## src/sv/rtc3w_pkg.sv

```systemverilog
// ----------------------------------------------------------------------------
// rtc3w_pkg: shared types and constants
// Request codes, sequencer phases, payload structs and burst sizing for the
// three-wire serial master.
// ----------------------------------------------------------------------------
package rtc3w_pkg;

	// Number of data bytes moved by one burst transaction.
	localparam int BURST_BYTES = 8;
	localparam int BUF_DEPTH   = 8;
	localparam int BUF_AW      = 3;
	// Byte counter must reach BURST_BYTES and still give a 3-bit read index.
	localparam int BC_W = ($clog2(BURST_BYTES + 1) > BUF_AW) ?
		$clog2(BURST_BYTES + 1) : BUF_AW;

	localparam logic [7:0] CMD_WR_BASE = 8'h80;
	localparam logic [7:0] CMD_RD_BASE = 8'h81;
	localparam logic [7:0] CMD_BWR     = 8'hBE;
	localparam logic [7:0] CMD_BRD     = 8'hBF;

	typedef enum logic [2:0] {
		REQ_TICK = 3'd0,
		REQ_SWR  = 3'd1,
		REQ_SRD  = 3'd2,
		REQ_BWR  = 3'd3,
		REQ_BRD  = 3'd4,
		REQ_LOAD = 3'd5
	} req_code_t;

	typedef enum logic [2:0] {
		PH_IDLE = 3'd0,
		PH_CMD  = 3'd1,
		PH_WR   = 3'd2,
		PH_RD   = 3'd3,
		PH_END  = 3'd4
	} phase_t;

	typedef enum logic [1:0] {
		MD_SWR = 2'd0,
		MD_SRD = 2'd1,
		MD_BWR = 2'd2,
		MD_BRD = 2'd3
	} mode_t;

	typedef struct packed {
		logic [2:0] req_type;
		logic [5:0] reg_addr;
		logic [7:0] wr_data;
		logic [2:0] buf_index;
		logic       io_in;
	} req_t;

	typedef struct packed {
		logic       ce_level;
		logic       sclk_level;
		logic       io_out;
		logic       io_drive;
		logic       busy_res;
		logic       rd_valid;
		logic [7:0] rd_data;
		logic [2:0] rd_index;
		logic       done_res;
		logic       rejected;
	} res_t;

	typedef struct packed {
		logic              en;
		logic [BUF_AW-1:0] addr;
		logic [7:0]        data;
	} buf_wr_t;

endpackage

```

## src/sv/rtc3w_if.sv

```systemverilog
// ----------------------------------------------------------------------------
// rtc3w_if: request and result channels
// Valid/ready channel interfaces carrying the request and result payloads.
// ----------------------------------------------------------------------------
interface rtc3w_req_if;
	logic       valid;
	logic       ready;
	logic [2:0] req_type;
	logic [5:0] reg_addr;
	logic [7:0] wr_data;
	logic [2:0] buf_index;
	logic       io_in;

	modport source (output valid, req_type, reg_addr, wr_data, buf_index, io_in,
		input ready);
	modport sink (input valid, req_type, reg_addr, wr_data, buf_index, io_in,
		output ready);
endinterface

interface rtc3w_res_if;
	logic       valid;
	logic       ready;
	logic       ce_level;
	logic       sclk_level;
	logic       io_out;
	logic       io_drive;
	logic       busy_res;
	logic       rd_valid;
	logic [7:0] rd_data;
	logic [2:0] rd_index;
	logic       done_res;
	logic       rejected;

	modport source (output valid, ce_level, sclk_level, io_out, io_drive, busy_res,
		rd_valid, rd_data, rd_index, done_res, rejected, input ready);
	modport sink (input valid, ce_level, sclk_level, io_out, io_drive, busy_res,
		rd_valid, rd_data, rd_index, done_res, rejected, output ready);
endinterface

```

## src/sv/rtc3w_buf.sv

```systemverilog
// ----------------------------------------------------------------------------
// rtc3w_buf: burst data buffer
// Eight byte entries loaded by the host and read by the sequencer.
// ----------------------------------------------------------------------------
module rtc3w_buf (
	input  logic                         clk,
	input  rtc3w_pkg::buf_wr_t           wr,
	input  logic [rtc3w_pkg::BUF_AW-1:0] rd_addr,
	output logic [7:0]                   rd_data
);

	logic [7:0] mem_q [rtc3w_pkg::BUF_DEPTH];
	logic [7:0] rd_data_q;

	// Read data is registered from the address.
	always_ff @(posedge clk) begin
		if (wr.en) begin
			mem_q[wr.addr] <= wr.data;
		end
		rd_data_q <= mem_q[rd_addr];
	end

	// Contents are never valid before a load, so no reset is needed.
	assign rd_data = rd_data_q;

endmodule

```

## src/sv/rtc3w_seq.sv

```systemverilog
// ----------------------------------------------------------------------------
// rtc3w_seq: transaction sequencer
// Holds the bit-level state and computes one waveform tick per request.
// ----------------------------------------------------------------------------
module rtc3w_seq (
	input  logic                         clk,
	input  logic                         arst_n,
	input  logic                         step,
	input  rtc3w_pkg::req_t              req,
	input  logic [7:0]                   buf_rd_data,
	output logic [rtc3w_pkg::BUF_AW-1:0] buf_rd_addr,
	output rtc3w_pkg::buf_wr_t           buf_wr,
	output rtc3w_pkg::res_t              res
);

	rtc3w_pkg::phase_t           phase_q, phase_d;
	rtc3w_pkg::mode_t            mode_q, mode_d;
	logic [2:0]                  bit_cnt_q, bit_cnt_d;
	logic [rtc3w_pkg::BC_W-1:0]  byte_cnt_q, byte_cnt_d, byte_cnt_inc;
	logic [7:0]                  shift_q, shift_d;
	logic [7:0]                  single_q, single_d;
	logic                        sclk_q, sclk_d;
	logic                        is_request;
	logic                        is_burst;
	logic                        last_byte;
	logic [7:0]                  rd_shift;

	always_ff @(posedge clk or negedge arst_n) begin
		if (!arst_n) begin
			phase_q    <= rtc3w_pkg::PH_IDLE;
			mode_q     <= rtc3w_pkg::MD_SWR;
			bit_cnt_q  <= '0;
			byte_cnt_q <= '0;
			shift_q    <= '0;
			single_q   <= '0;
			sclk_q     <= 1'b0;
		end else if (step) begin
			phase_q    <= phase_d;
			mode_q     <= mode_d;
			bit_cnt_q  <= bit_cnt_d;
			byte_cnt_q <= byte_cnt_d;
			shift_q    <= shift_d;
			single_q   <= single_d;
			sclk_q     <= sclk_d;
		end
	end

	assign is_request = (req.req_type >= rtc3w_pkg::REQ_SWR) &&
		(req.req_type <= rtc3w_pkg::REQ_LOAD);
	assign is_burst = (mode_q == rtc3w_pkg::MD_BWR) || (mode_q == rtc3w_pkg::MD_BRD);
	assign byte_cnt_inc = byte_cnt_q + 1'b1;
	assign last_byte = !is_burst ||
		(byte_cnt_inc >= rtc3w_pkg::BC_W'(rtc3w_pkg::BURST_BYTES));
	assign rd_shift = shift_q | (8'(req.io_in) << bit_cnt_q);
	// The command phase fetches entry zero; later bytes fetch the next entry.
	assign buf_rd_addr = (phase_q == rtc3w_pkg::PH_CMD) ? '0 :
		byte_cnt_inc[rtc3w_pkg::BUF_AW-1:0];

	always_comb begin
		phase_d    = phase_q;
		mode_d     = mode_q;
		bit_cnt_d  = bit_cnt_q;
		byte_cnt_d = byte_cnt_q;
		shift_d    = shift_q;
		single_d   = single_q;
		sclk_d     = sclk_q;
		buf_wr     = '{en: 1'b0, addr: req.buf_index, data: req.wr_data};
		res        = '0;

		case (phase_q)
			rtc3w_pkg::PH_IDLE: begin
				if (req.req_type == rtc3w_pkg::REQ_LOAD) begin
					buf_wr.en = 1'b1;
				end else if (is_request) begin
					mode_d     = rtc3w_pkg::mode_t'(req.req_type[1:0] - 2'd1);
					bit_cnt_d  = '0;
					byte_cnt_d = '0;
					sclk_d     = 1'b0;
					phase_d    = rtc3w_pkg::PH_CMD;
					res.ce_level = 1'b1;
					case (req.req_type)
						rtc3w_pkg::REQ_SWR: begin
							shift_d  = {1'b0, req.reg_addr, 1'b0} | rtc3w_pkg::CMD_WR_BASE;
							single_d = req.wr_data;
						end
						rtc3w_pkg::REQ_SRD: begin
							shift_d = {1'b0, req.reg_addr, 1'b0} | rtc3w_pkg::CMD_RD_BASE;
						end
						rtc3w_pkg::REQ_BWR: begin
							shift_d = rtc3w_pkg::CMD_BWR;
						end
						default: begin
							shift_d = rtc3w_pkg::CMD_BRD;
						end
					endcase
				end
			end
			rtc3w_pkg::PH_END: begin
				res.rejected = is_request;
				phase_d      = rtc3w_pkg::PH_IDLE;
				sclk_d       = 1'b0;
				res.done_res = 1'b1;
			end
			rtc3w_pkg::PH_CMD, rtc3w_pkg::PH_WR: begin
				res.rejected = is_request;
				res.ce_level = 1'b1;
				res.io_drive = 1'b1;
				res.io_out   = shift_q[0];
				if (!sclk_q) begin
					sclk_d = 1'b1;
				end else begin
					sclk_d  = 1'b0;
					shift_d = shift_q >> 1;
					if (bit_cnt_q == 3'd7) begin
						bit_cnt_d = '0;
						if (phase_q == rtc3w_pkg::PH_CMD) begin
							byte_cnt_d = '0;
							if (mode_q == rtc3w_pkg::MD_SWR) begin
								phase_d = rtc3w_pkg::PH_WR;
								shift_d = single_q;
							end else if (mode_q == rtc3w_pkg::MD_BWR) begin
								phase_d = rtc3w_pkg::PH_WR;
								shift_d = buf_rd_data;
							end else begin
								phase_d = rtc3w_pkg::PH_RD;
								shift_d = '0;
							end
						end else begin
							byte_cnt_d = byte_cnt_inc;
							if (last_byte) begin
								phase_d = rtc3w_pkg::PH_END;
							end else begin
								shift_d = buf_rd_data;
							end
						end
					end else begin
						bit_cnt_d = bit_cnt_q + 3'd1;
					end
				end
			end
			default: begin
				// Read phase: sample the pin ahead of the rising edge.
				res.rejected = is_request;
				res.ce_level = 1'b1;
				if (!sclk_q) begin
					shift_d = rd_shift;
					sclk_d  = 1'b1;
				end else begin
					sclk_d = 1'b0;
					if (bit_cnt_q == 3'd7) begin
						bit_cnt_d    = '0;
						res.rd_valid = 1'b1;
						res.rd_data  = shift_q;
						res.rd_index = byte_cnt_q[2:0];
						byte_cnt_d   = byte_cnt_inc;
						shift_d      = '0;
						if (last_byte) begin
							phase_d = rtc3w_pkg::PH_END;
						end
					end else begin
						bit_cnt_d = bit_cnt_q + 3'd1;
					end
				end
			end
		endcase

		res.sclk_level = sclk_d;
		res.busy_res   = (phase_d != rtc3w_pkg::PH_IDLE);
	end

endmodule

```

## src/sv/three_wire_rtc_serial_master.sv

```systemverilog
// ----------------------------------------------------------------------------
// three_wire_rtc_serial_master: three-wire real-time-clock serial master
// Bit-banged CE/SCLK/IO master advanced one waveform tick per request.
// ----------------------------------------------------------------------------
//
//   Channel  Direction  Handshake    Carries
//   -------  ---------  -----------  ------------------------------------------
//   item     in         valid/ready  request code, address, data, index, io pin
//   result   out        valid/ready  pin levels, busy, read byte, done, reject
//
// Every request transaction produces exactly one result transaction, registered
// in the output stage. A new request is accepted in every cycle in which the
// output stage is empty or is being emptied, so while the result side keeps up
// the sustained rate is one transaction per cycle. A stall on the result side
// holds the output stage and blocks the request side only while it is full.
// Reset clears the sequencer and the output valid flag at once; the burst
// buffer holds no defined data until the host loads it.
//
// A transaction on the serial link spans many requests: one to raise CE, two
// for each bit of the command byte and of every data byte, and one more to
// drop CE and report completion. Start and load requests that arrive while a
// link transaction is running are flagged as rejected, but still advance
// the waveform as a plain tick.
module three_wire_rtc_serial_master (
	input  logic        clk,
	input  logic        arst_n,
	rtc3w_req_if.sink   item,
	rtc3w_res_if.source result
);

	rtc3w_pkg::req_t                  req;
	rtc3w_pkg::res_t                  res_next;
	rtc3w_pkg::res_t                  res_q;
	rtc3w_pkg::buf_wr_t               buf_wr;
	rtc3w_pkg::buf_wr_t               buf_wr_gated;
	logic [rtc3w_pkg::BUF_AW-1:0]     buf_rd_addr;
	logic [7:0]                       buf_rd_data;
	logic                             out_valid_q;
	logic                             step;

	// Accept whenever the output stage will have room at this edge.
	assign item.ready = !out_valid_q || result.ready;
	assign step       = item.valid && item.ready;

	assign req = '{
		req_type:  item.req_type,
		reg_addr:  item.reg_addr,
		wr_data:   item.wr_data,
		buf_index: item.buf_index,
		io_in:     item.io_in
	};

	assign buf_wr_gated = '{en: buf_wr.en && step, addr: buf_wr.addr, data: buf_wr.data};

	// The buffer read is registered. The entry for the next data byte is addressed
	// during the whole byte before it, so the data is settled by the tick that
	// loads it into the shifter.
	rtc3w_buf u_buf (
		.clk     (clk),
		.wr      (buf_wr_gated),
		.rd_addr (buf_rd_addr),
		.rd_data (buf_rd_data)
	);

	rtc3w_seq u_seq (
		.clk         (clk),
		.arst_n      (arst_n),
		.step        (step),
		.req         (req),
		.buf_rd_data (buf_rd_data),
		.buf_rd_addr (buf_rd_addr),
		.buf_wr      (buf_wr),
		.res         (res_next)
	);

	// Output stage: valid is control state, the payload is loaded on accept.
	always_ff @(posedge clk or negedge arst_n) begin
		if (!arst_n) begin
			out_valid_q <= 1'b0;
		end else if (step) begin
			out_valid_q <= 1'b1;
		end else if (result.ready) begin
			out_valid_q <= 1'b0;
		end
	end

	always_ff @(posedge clk) begin
		if (step) begin
			res_q <= res_next;
		end
	end

	assign result.valid      = out_valid_q;
	assign result.ce_level   = res_q.ce_level;
	assign result.sclk_level = res_q.sclk_level;
	assign result.io_out     = res_q.io_out;
	assign result.io_drive   = res_q.io_drive;
	assign result.busy_res   = res_q.busy_res;
	assign result.rd_valid   = res_q.rd_valid;
	assign result.rd_data    = res_q.rd_data;
	assign result.rd_index   = res_q.rd_index;
	assign result.done_res   = res_q.done_res;
	assign result.rejected   = res_q.rejected;

endmodule

```

## src/flat_wrapper.sv

```systemverilog
// flat-port wrapper written by rule: the top's interface ports become plain ports
module three_wire_rtc_serial_master_flat 
  (clk, arst_n, item_valid, item_req_type, item_reg_addr, item_wr_data, item_buf_index, item_io_in, item_ready, result_valid, result_ce_level, result_sclk_level, result_io_out, result_io_drive, result_busy_res, result_rd_valid, result_rd_data, result_rd_index, result_done_res, result_rejected, result_ready);
  rtc3w_req_if item_i ();
  rtc3w_res_if result_i ();
  input  logic clk;
  input  logic arst_n;
  input wire logic [$bits(item_i.valid)-1:0] item_valid;
  input wire logic [$bits(item_i.req_type)-1:0] item_req_type;
  input wire logic [$bits(item_i.reg_addr)-1:0] item_reg_addr;
  input wire logic [$bits(item_i.wr_data)-1:0] item_wr_data;
  input wire logic [$bits(item_i.buf_index)-1:0] item_buf_index;
  input wire logic [$bits(item_i.io_in)-1:0] item_io_in;
  output wire logic [$bits(item_i.ready)-1:0] item_ready;
  output wire logic [$bits(result_i.valid)-1:0] result_valid;
  output wire logic [$bits(result_i.ce_level)-1:0] result_ce_level;
  output wire logic [$bits(result_i.sclk_level)-1:0] result_sclk_level;
  output wire logic [$bits(result_i.io_out)-1:0] result_io_out;
  output wire logic [$bits(result_i.io_drive)-1:0] result_io_drive;
  output wire logic [$bits(result_i.busy_res)-1:0] result_busy_res;
  output wire logic [$bits(result_i.rd_valid)-1:0] result_rd_valid;
  output wire logic [$bits(result_i.rd_data)-1:0] result_rd_data;
  output wire logic [$bits(result_i.rd_index)-1:0] result_rd_index;
  output wire logic [$bits(result_i.done_res)-1:0] result_done_res;
  output wire logic [$bits(result_i.rejected)-1:0] result_rejected;
  input wire logic [$bits(result_i.ready)-1:0] result_ready;
  assign item_i.valid = item_valid;
  assign item_i.req_type = item_req_type;
  assign item_i.reg_addr = item_reg_addr;
  assign item_i.wr_data = item_wr_data;
  assign item_i.buf_index = item_buf_index;
  assign item_i.io_in = item_io_in;
  assign item_ready = item_i.ready;
  assign result_valid = result_i.valid;
  assign result_ce_level = result_i.ce_level;
  assign result_sclk_level = result_i.sclk_level;
  assign result_io_out = result_i.io_out;
  assign result_io_drive = result_i.io_drive;
  assign result_busy_res = result_i.busy_res;
  assign result_rd_valid = result_i.rd_valid;
  assign result_rd_data = result_i.rd_data;
  assign result_rd_index = result_i.rd_index;
  assign result_done_res = result_i.done_res;
  assign result_rejected = result_i.rejected;
  assign result_i.ready = result_ready;
  three_wire_rtc_serial_master u_core (.clk(clk), .arst_n(arst_n), .item(item_i), .result(result_i));
endmodule
```

## config.mk

```make
export PLATFORM = sky130hd
export DESIGN_NAME = three_wire_rtc_serial_master_flat
export DESIGN_NICKNAME = d
export VERILOG_FILES = /design/src/sv/rtc3w_pkg.sv /design/src/sv/rtc3w_if.sv /design/src/sv/rtc3w_buf.sv /design/src/sv/rtc3w_seq.sv /design/src/sv/three_wire_rtc_serial_master.sv /design/src/flat_wrapper.sv
export SDC_FILE = /design/constraint.sdc
export NUM_CORES = 1
export LEC_CHECK = 0
export ABC_AREA = 1
export BUFFER_PORTS_ARGS = -buffer_cell sky130_fd_sc_hd__buf_2
export CAP_MARGIN = 20
export CORE_AREA = 2 2 108 110
export CTS_BUF_LIST = sky130_fd_sc_hd__clkbuf_2
export CTS_CLUSTER_SIZE = 14
export DETAILED_ROUTE_END_ITERATION = 8
export DIE_AREA = 0 0 110 112
export GPL_ROUTABILITY_DRIVEN = 0
export PLACE_DENSITY_LB_ADDON = 0.08
export RECOVER_POWER = 50
export SETUP_SLACK_MARGIN = 0.4
export SYNTH_ARGS = -nofsm -noshare
export SYNTH_HDL_FRONTEND = slang
export SYNTH_HIERARCHICAL = 1
export SYNTH_SLANG_ARGS = --single-unit
export TNS_END_PERCENT = 1
```

## constraint.sdc

```tcl
create_clock -name clk -period 1.84 [get_ports clk]
set_input_delay 0.184 -clock clk [delete_from_list [all_inputs] [get_ports clk]]
set_output_delay 0.184 -clock clk [all_outputs]
set_load 0.05 [all_outputs]
```

-- Word-level counts from Yosys, hierarchy flattened
Memories as Yosys holds them, arrays and structs flattened. A register that Yosys moved wholly into a read port is not among the register bits.
Cells that the tools add are included.
- flip-flop bits (word level): 49
- memory bits (writable): 64
- input port bits: 25
- memories: 1
- add/sub/neg operators: 3
- $lt $le $gt $ge: 3
- equality and inequality tests: 15
- shifts and indexed selects: 1
- multiplexer cells: 53
- bitwise logic cells: 5
- reductions and logical operators: 22
- memories (memory ; depth ; bits a word ; read ports ; clocked after Yosys merged registers in ; write ports ; line ; source):
    u_core.u_buf.mem_q ; 8 ; 8 ; 1 ; 1 ; 1 ; rtc3w_buf.sv:12 ; logic [7:0] mem_q [rtc3w_pkg::BUF_DEPTH];
- operators by type and width (kind ; count):
    $mux W8 ; 10
    $mux W3 ; 13
    $mux W4 ; 7
    $pmux W8 S3 ; 1
    $pmux W7 S3 ; 1
    $mux W1 ; 15
    $mux W12 ; 1
    $pmux W4 S3 ; 1
    $reduce_and A5 Y1 ; 2
    $eq A3 B2 Y1 const B ; 3
    $eq A3 B3 Y1 const B ; 3
    $pmux W3 S3 ; 1
    $ne A2 B2 Y1 const B ; 4
    $or A8 B8 Y8 ; 1
    $reduce_and A8 Y1 ; 1
    $shl A1 B3 Y8 ; 1
    $eq A3 B1 Y1 const B ; 2
    $pmux W3 S2 ; 1
    $reduce_and A6 Y1 ; 1
    $reduce_bool A2 Y1 ; 3
    $reduce_or A6 Y1 ; 1
    $reduce_or A5 Y1 ; 1
    $add A4 B1 Y4 const B ; 1
    $eq A2 B2 Y1 const B ; 2
    other kinds (16) ; 25

-- Longest topological paths before layout
Gate-level depths: netlist (run 1).
- depth in word-level cells: 10
- depth in mapped cells: 13
- depth with buffers taken out: 12

-- Cells and area by module
Netlist (run 1), hierarchy kept.
- modules (own cells, without submodules) (module ; instances ; cells each ; area an instance (um^2) ; seq. area each (um^2)):
    rtc3w_buf ; 1 ; 303 ; 3050.4 ; 2082.0
    rtc3w_seq ; 1 ; 360 ; 2378.5 ; 725.7
    three_wire_rtc_serial_master ; 1 ; 27 ; 629.4 ; 595.6

-- Worst setup path after synthesis (run 1)
No wires, ideal clock.
- kind: reg-to-reg
- start point: reg u_core.out_valid_q (netlist: u_core/result.valid)
- end point: reg u_core/u_seq/byte_cnt_q[0] (netlist bit)
- data arrival time: 2446 ps
- required time: 1764 ps
- slack: -682 ps
- stages on the path, launching flop included: 11
- buffers on the path: 1
- period minus slack after synthesis: 2522 ps
- cell sequence: dfrtp_1 nand2_2 nand2_2 inv_1 clkbuf_1 inv_1 nor3_4 nand2_4 nor2_8 nand3_1 o21ai_1
- word-level cells in the longest chain between the ends: 4
- ends and longest elaborated chain (what ; line ; source):
    start: declaration ; three_wire_rtc_serial_master.sv:38 ; logic out_valid_q;
    start signal: assignment ; three_wire_rtc_serial_master.sv:79 ; out_valid_q <= 1'b0;
    start signal: assignment ; three_wire_rtc_serial_master.sv:81 ; out_valid_q <= 1'b1;
    start signal: assignment ; three_wire_rtc_serial_master.sv:83 ; out_valid_q <= 1'b0;
    $logic_not A1 Y1 ; three_wire_rtc_serial_master.sv:42 ; assign item.ready = !out_valid_q || result.ready;
    $logic_or A1 B1 Y1 ; three_wire_rtc_serial_master.sv:42 ;
    net item_ready ; flat_wrapper.sv:14 ; output wire logic [$bits(item_i.ready)-1:0] item_ready;
    $logic_and A1 B1 Y1 ; three_wire_rtc_serial_master.sv:43 ; assign step = item.valid && item.ready;
    net u_core.step ; three_wire_rtc_serial_master.sv:39 ; logic step;
    $reduce_and A8 Y1 (no source line) ; n/a ;
    end signal: assignment ; rtc3w_seq.sv:41 ; byte_cnt_q <= byte_cnt_d;
    end: declaration ; rtc3w_seq.sv:19 ; logic [rtc3w_pkg::BC_W-1:0] byte_cnt_q, byte_cnt_d, byte_cnt_inc;
The timed path passes the listed nets, and every way through them passes these cells.
A chain may end at the register's enable or synchronous reset.

==> results of run 1 <==
-- layout make-up --
type | count | area [sq um]
fillers | 925 | 3940
clock buffers | 18 | 90.09
clock inverters | 14 | 245.2
flip-flops and latches | 121 | 3407
multi-input cells | 411 | 2039
repair buffers | 107 | 789.5
well taps | 143 | 178.9
diodes | 1 | 2.502
inverters | 125 | 481.7
-- critical path, stage by stage (launching register included) --
cell,delay [ns]
dfrtp_2,0.48
nor2_4,0.11
nand2_2,0.10
nor2_4,0.11
inv_2,0.05
nor2_4,0.21
nand2_4,0.12
nor2_2,0.11
buf_4,0.17
-- synth_stat cells (2+ instances only) --
library cell and n:
nand2_1 191, inv_1 121, edfxtp_1 83, nand3_1 55, nor2_1 54, o21ai_0 33
dfrtp_1 30, a21oi_1 28, buf_4 15, buf_2 8, buf_6 8, dfxtp_1 8
nand3b_1 7, ha_1 6, o21ai_1 5, nand4_1 4, nor2_2 4, mux2_2 3
nand2_2 3, nand2_4 3, a31oi_1 2, clkbuf_1 2, inv_4 2, nor2_4 2
o21ai_2 2
-- per-layer routing --
layer	global-route usage, %	vias up	wire length [um]
met3	6.089	33	659
met5	0	-	0
met4	11.65	0	408
met1	29.69	2167	5729
met2	40.57	143	6971
li1	-	2365	-
-- cells in the final DEF, fill, tap and decap left out, types with 6 or more instances in the layout --
cell type / netlist / final
a21oi_1: 28 / 28
buf_2: 8 / 35
buf_4: 15 / 31
buf_6: 8 / 8
bufinv_16: 0 / 6
clkbuf_1: 2 / 9
clkbuf_2: 0 / 20
dfrtp_1: 30 / 27
dfxtp_1: 8 / 8
dlygate4sd3_1: 0 / 18
edfxtp_1: 83 / 83
inv_1: 121 / 118
nand2_1: 191 / 188
nand2_4: 3 / 6
nand3_1: 55 / 55
nand3b_1: 7 / 7
nor2_1: 54 / 44
nor2_4: 2 / 11
o21ai_0: 33 / 33
-- registers in the layout (all words and copies together), names as in the netlist, 2 cells and up --
| signal | flops |
|---|---|
| u_core/result.rd_data | 8 |
| u_core/u_buf/mem_q | 64 |
| u_core/u_seq/bit_cnt_q | 3 |
| u_core/u_seq/shift_q | 8 |
| u_core/result.rd_index | 3 |
| u_core/u_seq/mode_q | 2 |
| u_core/u_seq/single_q | 8 |
| u_core/u_buf/rd_data | 8 |
| u_core/u_seq/byte_cnt_q | 4 |
| u_core/u_seq/phase_q | 3 |
-- report_power, final --
group / internal (mW) / leakage [nW] / total [mW] / switching, mW
logic: 1.75 / 2.07 / 5.05 / 3.30
clock network: 1.19 / 0.189 / 2.22 / 1.03
registers: 3.42 / 1.17 / 3.72 / 0.305
-- per-stage QoR --
| stage | TNS [ns] | instances |
|---|---|---|
| finish | 0 | 940 |
| global route | 0 | 940 |
| CTS | 0 | 938 |
| detailed placement | -0.02207 | 877 |
| global placement | 0 | 877 |
| floorplan | -2.148 | 690 |
-- kinds of logic (layout without fill, tap and decap cells) --
family / Yosys count / in the layout / synth area share [%]
DFF: 121 / 121 / 56.18
muxes: 3 / 3 / 0.5576
adders and majority gates: 6 / 6 / 1.239
other: 0 / 1 / 0
buffers and inverters: 158 / 264 / 11.96
and+or+nand+nor: 328 / 328 / 23.61
xor gates and xnor gates: 1 / 1 / 0.1446
AOI/OAI and AO/OA: 73 / 73 / 6.320
-- timing repair --
action,CTS,global route
setup buffers,12,0
hold buffers,17,1
pin swaps,8,3
setup endpoints to repair,132,136
gates resized for setup,29,4
hold endpoints to repair,109,8
-- worst max-delay path by stage --
stage	start	endpoint	slack (ns)	depth (start not counted)
floorplan	u_core/result.valid	u_core/u_seq/single_q[5]	-0.11	6
global placement	item_req_type[1]	u_core/u_buf/mem_q[1][4]	0.02	10
detailed placement	item_req_type[1]	u_core/u_buf/mem_q[1][3]	-0.003	10
CTS	u_core/u_seq/phase_q[0]	u_core/u_buf/mem_q[6][7]	0.18	8
global route	u_core/u_seq/phase_q[1]	u_core/u_buf/mem_q[5][2]	0.02	8
finish	u_core/u_seq/phase_q[1]	u_core/u_buf/mem_q[3][1]	0.12	8
==> results_dict.tcl, run 1 <==
set metrics [dict create \
    grt_pass1_wl_um 22750 \
    drive_gt1_share_pct 19.60 \
    synthArstFlopShare_pct 24.79 \
    final_util_pct 64.74 \
    total_power_mw 10.99 \
    r2r-start "u_core/u_seq/phase_q[1]" \
    fmax_mhz 579.8 \
    areaGrowthSynthToFinish_pct 19.41 \
    clock-sinks 121 \
    start_kind "flip-flop" \
    cap_viol_max_count 0 \
    dp_hpwl_um 9724 \
    p_per_area_mw_per_mm2 1519 \
    finalWirelength_um 13770 \
    ant_nets 0 \
    fin_crit_ns 1.725 \
    clk_latency_ns 0.68 \
    rows 39 \
    whs_ns 0.05910 \
    syn_inst 690 \
    numCtsBuffers 17 \
    wl_per_cell_um 14.65 \
    hold_viol 0 \
    status "finished clean" \
    leakage_nw 3.425 \
    avgSynthCellArea_sq_um 8.780 \
    finalCritPeriodShare_pct 93.73 \
    hold_path_class "input pin to asynchronous set/reset pin" \
    peakVddDrop_mv 1.028 \
    die_x_um 110 \
    ios 46 \
    slew_viol_final 0 \
    gr-total-overflow 0 \
    ys_ff_latch 121 \
    dr.first_iter.drc_count 247 \
    grt_pass1_vias 4717 \
    cts.path.max_buffers 2 \
    die_area_sq_mm 0.01232 \
    gr-usage-all-layers_pct 24.52 \
    syn_area_sq_mm 0.006058 \
    h-tree-depth 4 \
    criticalPathCategory "flip-flop to flip-flop" \
    fin_skew_ns 0.04873 \
    via_count 4708 \
    clkSlewWorstSetupHoldPaths_ns 0.23 \
    synth_area_leaders "edfxtp_1 (41%), dfrtp_1 (12%), nand2_1 (12%)" \
    first_pass_iters 7 \
    r2r-end "u_core/u_buf/mem_q[3][1]" \
    fin_area_sq_mm 0.007234 \
    place_area_sq_mm 0.006524 \
    fp.dieH_um 112 \
    cts_tree "yes" \
    io_buffers 45 \
    cp.arrival_ns 2.10 \
    synth_top_flop_cell "edfxtp_1" \
    cp_max_fo 8 \
    rsz0062_at_grt "true" \
    reg2reg_depth 8 \
    end_kind "flip-flop" \
    pre_cts_ws_ns -0.002814 \
    fin_ws_ns 0.1154 \
    design.core.area_sq_mm 0.01117 \
    grt_start_max_net_pins 34 \
    yosysTopAreaCellShare_pct 41.14 \
    routed_via_density 5.009 \
    synth_edf_count 83 \
    synth_top_cell_by_area "edfxtp_1" \
    slew_headroom_pct 52.55 \
    worstMarginPinSlew_ns 0.7118 \
    antenna_found_initial 1 \
    yosysSeqAreaShare_pct 56.18 \
    drc 0 \
    setup_violations 0 \
    syn_nets 721 \
    synth.distinct_cells 36 \
    r2r_setup_slack_ns 0.12 \
    clockRootBuffer "clkbuf_2" \
    final_net_count 814 \
    synth_warnings 6 \
    cp.required_ns 2.21 \
    start_util_pct 54.22 \
]
(Power assumes the default switching activity.)
==> run 2: changes to the inputs <==
--- a/config.mk
+++ b/config.mk
@@ -14,7 +14,7 @@
 export DETAILED_ROUTE_END_ITERATION = 8
 export DIE_AREA = 0 0 110 112
 export GPL_ROUTABILITY_DRIVEN = 0
-export PLACE_DENSITY_LB_ADDON = 0.08
+export PLACE_DENSITY = 0.76
 export RECOVER_POWER = 50
 export SETUP_SLACK_MARGIN = 0.4
 export SYNTH_ARGS = -nofsm -noshare
==> results_dict.tcl, run 2 (synthesis gave the netlist of run 1 again) <==
set metrics [dict create \
    fin_area_sq_mm 0.007139 \
    numCtsBuffers 17 \
    layout_commonest_cell "nand2_1" \
    peakVddDrop_mv 0.7628 \
    pre_cts_ws_ns -0.09722 \
    fin_skew_ns 0.03015 \
    design.core.area_sq_mm 0.01117 \
    met1_usage_pct 30.49 \
    p_per_area_mw_per_mm2 1506 \
    dr.first_iter.drc_count 305 \
    gr-usage-all-layers_pct 24.96 \
    final_net_count 811 \
    largest-register "u_core/u_buf/mem_q" \
    crit_path_frequent_cell "nor2_4" \
    drc 0 \
    cts_tree "yes" \
    setup_violations 0 \
    cts.path.max_buffers 2 \
    worstPathCellList "nor2_4 -> nand2_4 -> nor2_4 -> inv_2 -> nor2_4 -> nand2_4 -> nor2_4 -> buf_6" \
    r2r-start "u_core/u_seq/phase_q[1]" \
    whs_ns 0.04013 \
    end_kind "flip-flop" \
    clockPowerShare_pct 14.6 \
    rows 39 \
    die_x_um 110 \
    cp.buffers_inverters 2 \
    grt_pass1_wl_um 23430 \
    r2r-end "u_core/u_buf/mem_q[1][5]" \
    cp_max_fo 8 \
    leakage_nw 3.370 \
    reg2reg_depth 8 \
    fmax_mhz 568.0 \
    met2_usage_pct 42.17 \
    fp.dieH_um 112 \
    ios 46 \
    start_kind "flip-flop" \
    ant_nets 0 \
    met3_usage_pct 5.913 \
    clockRootBuffer "clkbuf_2" \
    antenna_found_initial 0 \
    slew_headroom_pct 52.35 \
    io_buffers 45 \
    gr-total-overflow 0 \
    grt_pass1_vias 4876 \
    drive_gt1_share_pct 20.30 \
    largest_reg_flops 64 \
    die_area_sq_mm 0.01232 \
    worstMarginPinSlew_ns 0.7148 \
    fin_crit_ns 1.761 \
    r2r_setup_slack_ns 0.08 \
    finalWirelength_um 14120 \
    routed_via_density 5.257 \
    slowest_delay_ns 0.49 \
    start_util_pct 54.22 \
    areaGrowthSynthToFinish_pct 17.84 \
    path_delay_family "simple AND/OR/NAND/NOR gates" \
    finalCritPeriodShare_pct 95.69 \
    rsz0062_at_grt "true" \
    hold_viol 0 \
    cell_internal_pwr_mw 5.815 \
    antennaDiodeCount 0 \
    fin_ws_ns 0.07932 \
    cp_slowest_cell "dfrtp_1" \
    final_cell_mix "nand2_1 (186), inv_1 (116), edfxtp_1 (83)" \
    total_power_mw 10.75 \
    hold_path_class "input pin to asynchronous set/reset pin" \
    grt_start_max_net_pins 33 \
    criticalPathCategory "flip-flop to flip-flop" \
    switching_share_pct 45.90 \
    cap_viol_max_count 0 \
    via_count 4921 \
    slew_viol_final 0 \
    status "finished clean" \
    place_area_sq_mm 0.006511 \
    grt_busiest_layer "met2" \
    first_pass_iters 5 \
    p_comb_share_pct 50.6 \
    h-tree-depth 4 \
    dp_hpwl_um 9618 \
    clk_latency_ns 0.68 \
    p_sw_mw 4.933 \
    clkSlewWorstSetupHoldPaths_ns 0.22 \
    cp.arrival_ns 2.15 \
    wl_per_cell_um 15.09 \
    power_frac_seq_pct 34.8 \
    cp.required_ns 2.23 \
    clock-sinks 121 \
]
## run 2: changes by cell type in the layout (fill, tap and decap cells not counted), sizes merged, moves of 3 or more
cell and change:
clkinv -3, bufinv -6, inv +9, dlygate4sd3 -3
## run 2: what timing repair did
item                                    CTS  global route
pin swaps                                13             5
hold buffers                             15             0
gates resized for setup                  45             9
gates cloned                              2             0
endpoints found under the hold margin   107             0
buffers inserted                          8             2
endpoints found under the setup margin  133           136
## run 2: through the flow
| step | instances | TNS, ns | utilization, % |
|---|---|---|---|
| 5_1_grt | 936 | 0 | 63.89 |
| 3_3_place_gp | 877 | -0.8043 | 58.27 |
| 6_report | 936 | 0 | 63.89 |
| 4_1_cts | 934 | 0 | 63.87 |
| 2_1_floorplan | 690 | -2.148 | - |
| 3_5_place_dp | 877 | -4.313 | 58.27 |
## run 2: worst max path at each step
stage / startpoint / endpoint / slack, ns / depth (start not counted)
after global routing: u_core/u_seq/phase_q[1] / u_core/u_buf/mem_q[1][7] / 0.05 / 8
final: u_core/u_seq/phase_q[1] / u_core/u_buf/mem_q[1][5] / 0.08 / 8
after detailed placement: item_req_type[1] / u_core/u_buf/mem_q[0][4] / -0.1 / 10
after floorplan: u_core/result.valid / u_core/u_seq/single_q[5] / -0.11 / 6
after CTS: u_core/u_seq/phase_q[2] / u_core/u_buf/mem_q[5][7] / 0.18 / 8
after global placement: item_req_type[1] / u_core/u_buf/mem_q[0][4] / -0.04 / 10
## run 2: power groups by stage
| stage | combinational (mW) | sequential, mW | clock (mW) |
|---|---|---|---|
| floorplan | 3.60 | 3.89 | 0 |
| global placement | 4.51 | 3.76 | 0 |
| detailed placement | 4.64 | 3.80 | 0 |
| CTS | 5.27 | 3.73 | 1.59 |
| global route | 6.05 | 3.80 | 1.75 |
| finish | 5.44 | 3.74 | 1.57 |
## run 2: final cells by class
class,instances,area [sq um]
clock buffer,17,85.08
multi-input combinational,411,2068
tap,143,178.9
timing repair buffer,104,783.3
inverter,125,488.0
clock inverter,15,128.9
sequential,121,3407
fill,920,4035
## run 2: per-layer routing
metal | share of wire, % | wire length (um) | vias up
met5 | 0 | 0 | -
met4 | 3.1 | 432 | 0
met3 | 6.5 | 923 | 36
met2 | 51 | 7146 | 209
met1 | 40 | 5618 | 2322
li1 | - | - | 2354
==> run 3: changes to the inputs <==
--- a/config.mk
+++ b/config.mk
@@ -9,7 +9,7 @@
 export BUFFER_PORTS_ARGS = -buffer_cell sky130_fd_sc_hd__buf_2
 export CAP_MARGIN = 20
 export CORE_AREA = 2 2 108 110
-export CTS_BUF_LIST = sky130_fd_sc_hd__clkbuf_2
+export CTS_BUF_LIST = sky130_fd_sc_hd__clkbuf_4
 export CTS_CLUSTER_SIZE = 14
 export DETAILED_ROUTE_END_ITERATION = 8
 export DIE_AREA = 0 0 110 112
==> results_dict.tcl, run 3 (synthesis gave the netlist of run 1 again) <==
set metrics [dict create \
    placedCellCount 877 \
    first_pass_iters 5 \
    grt_start_max_net_pins 33 \
    end_kind "flip-flop" \
    cap_viol_max_count 0 \
    setup_tns_ns 0 \
    wl_met2_um 7250 \
    setup_violations 0 \
    grt_pass1_wl_um 22910 \
    ios 46 \
    slew_headroom_pct 46.69 \
    rows 39 \
    clockRootBuffer "clkbuf_4" \
    drc 0 \
    ant_nets 0 \
    fin_skew_ns 0.02254 \
    start_util_pct 54.22 \
    antennaDiodeCount 0 \
    cp_max_fo 8 \
    final_cells 937 \
    gr-usage-all-layers_pct 24.36 \
    cp.buffers_inverters 2 \
    routed_via_density 5.205 \
    design.core.area_sq_mm 0.01117 \
    finalCritPeriodShare_pct 94.26 \
    wl_per_cell_um 15.09 \
    finalWirelength_um 14140 \
    crit_path_frequent_cell "nor2_4" \
    via_count 4877 \
    die_area_sq_mm 0.01232 \
    gr-total-overflow 0 \
    die_x_um 110 \
    fin_area_sq_mm 0.007171 \
    place_area_sq_mm 0.006511 \
    h-tree-depth 4 \
    fin_crit_ns 1.734 \
    dp_hpwl_um 9618 \
    slowest_delay_ns 0.47 \
    fp.dieH_um 112 \
    largest-register "u_core/u_buf/mem_q" \
    highest_layer "met4" \
    hold_viol 0 \
    cp.required_ns 2.07 \
    layout_commonest_cell "nand2_1" \
    drive_gt1_share_pct 19.52 \
    criticalPathCategory "flip-flop to flip-flop" \
    io_buffers 45 \
    grt_pass1_vias 4757 \
    wl_met3_um 912 \
    areaGrowthSynthToFinish_pct 18.36 \
    wl_met1_um 5613 \
    clkSlewWorstSetupHoldPaths_ns 0.11 \
    slew_viol_final 0 \
    cts_tree "yes" \
    rsz0062_at_grt "true" \
    cp_slowest_cell "dfrtp_1" \
    largest_reg_flops 64 \
    fmax_mhz 576.5 \
    peakVddDrop_mv 0.7808 \
    clock-sinks 121 \
    worstMarginPinSlew_ns 0.7997 \
    antenna_found_initial 0 \
    clk_latency_ns 0.52 \
    final_net_count 812 \
    final_cell_mix "nand2_1 (187), inv_1 (116), edfxtp_1 (83)" \
    status "finished clean" \
    cp.arrival_ns 1.97 \
    hold_path_class "input pin to flip-flop" \
    fillers 916 \
    cts.path.max_buffers 2 \
    numCtsBuffers 17 \
    worstPathCellList "nor2_4 -> nand2_2 -> nor2_4 -> inv_2 -> nor2_4 -> nand2_4 -> nor2_4 -> buf_6" \
    path_delay_family "simple AND/OR/NAND/NOR gates" \
    p_per_area_mw_per_mm2 1530 \
    start_kind "flip-flop" \
    total_power_mw 10.97 \
    leakage_nw 3.348 \
    dr.first_iter.drc_count 297 \
]
==> run 3: what timing repair did <==
action,CTS,global route
endpoints found under the hold margin,39,17
gates resized for setup,40,10
pin swaps,12,2
cloned,2,0
buffers inserted,6,8
setup endpoints to repair,112,116
hold buffers,7,5
==> run 3: metal layers <==
metal  GRT usage [%]  up-vias
li1                -     2360
met1           30.25     2270
met2           41.84      212
met3           4.567       35
met4           9.030        0
met5               0        -
==> run 3: final timing paths <==
| kind | end | slack, ns | cells past startpoint | start |
|---|---|---|---|---|
| max | u_core/u_buf/mem_q[3][5] | 0.11 | 8 | u_core/u_seq/phase_q[1] |
| min | u_core/u_seq/shift_q[6] | 0.04 | 5 | item_reg_addr[5] |
| max reg2reg | u_core/u_buf/mem_q[3][5] | 0.11 | 8 | u_core/u_seq/phase_q[1] |
| min reg2reg | u_core/u_seq/single_q[7] | 0.52 | 1 | u_core/u_seq/single_q[7] |
| max in group asynchronous | u_core/u_seq/phase_q[0] | 1.00 | 2 | arst_n |
| min in group asynchronous | u_core/result.valid | 0.26 | 2 | arst_n |
==> run 3: where the power goes <==
part / total [mW] / leakage, nW / internal (mW) / switching (mW)
logic: 5.49 / 2.04 / 2.02 / 3.47
registers: 3.74 / 1.17 / 3.42 / 0.324
clock network: 1.74 / 0.137 / 0.585 / 1.15
total: 11.0 / 3.35 / 6.02 / 4.95
==> run 3: worst min-delay path, delay by kind of cell <==
family,cells,cell delay (ns)
buffers and inverters,2,0.12
AND/OR/NAND/NOR,3,0.22
==> run 3: through the flow <==
stage	utilization (%)	hold slack [ns]	setup slack, ns
CTS	63.20	0.001012	0.1997
detailed placement	58.27	0.2778	-0.09722
finish	64.17	0.04030	0.1055
global placement	58.27	0.2760	-0.04122
global route	64.17	0.05177	0.06606
floorplan	-	-0.1116	-0.1098
==> run 3: final cells by class <==
cell class / count / area [sq um] / share of cell area (%)
Sequential cell: 121 / 3406 / 47.50
Multi-Input combinational cell: 411 / 2063 / 28.77
Timing Repair Buffer: 105 / 769.5 / 10.73
Inverter: 125 / 496.7 / 6.927
Tap cell: 143 / 178.9 / 2.495
Clock inverter: 15 / 128.9 / 1.797
Clock buffer: 17 / 127.6 / 1.780
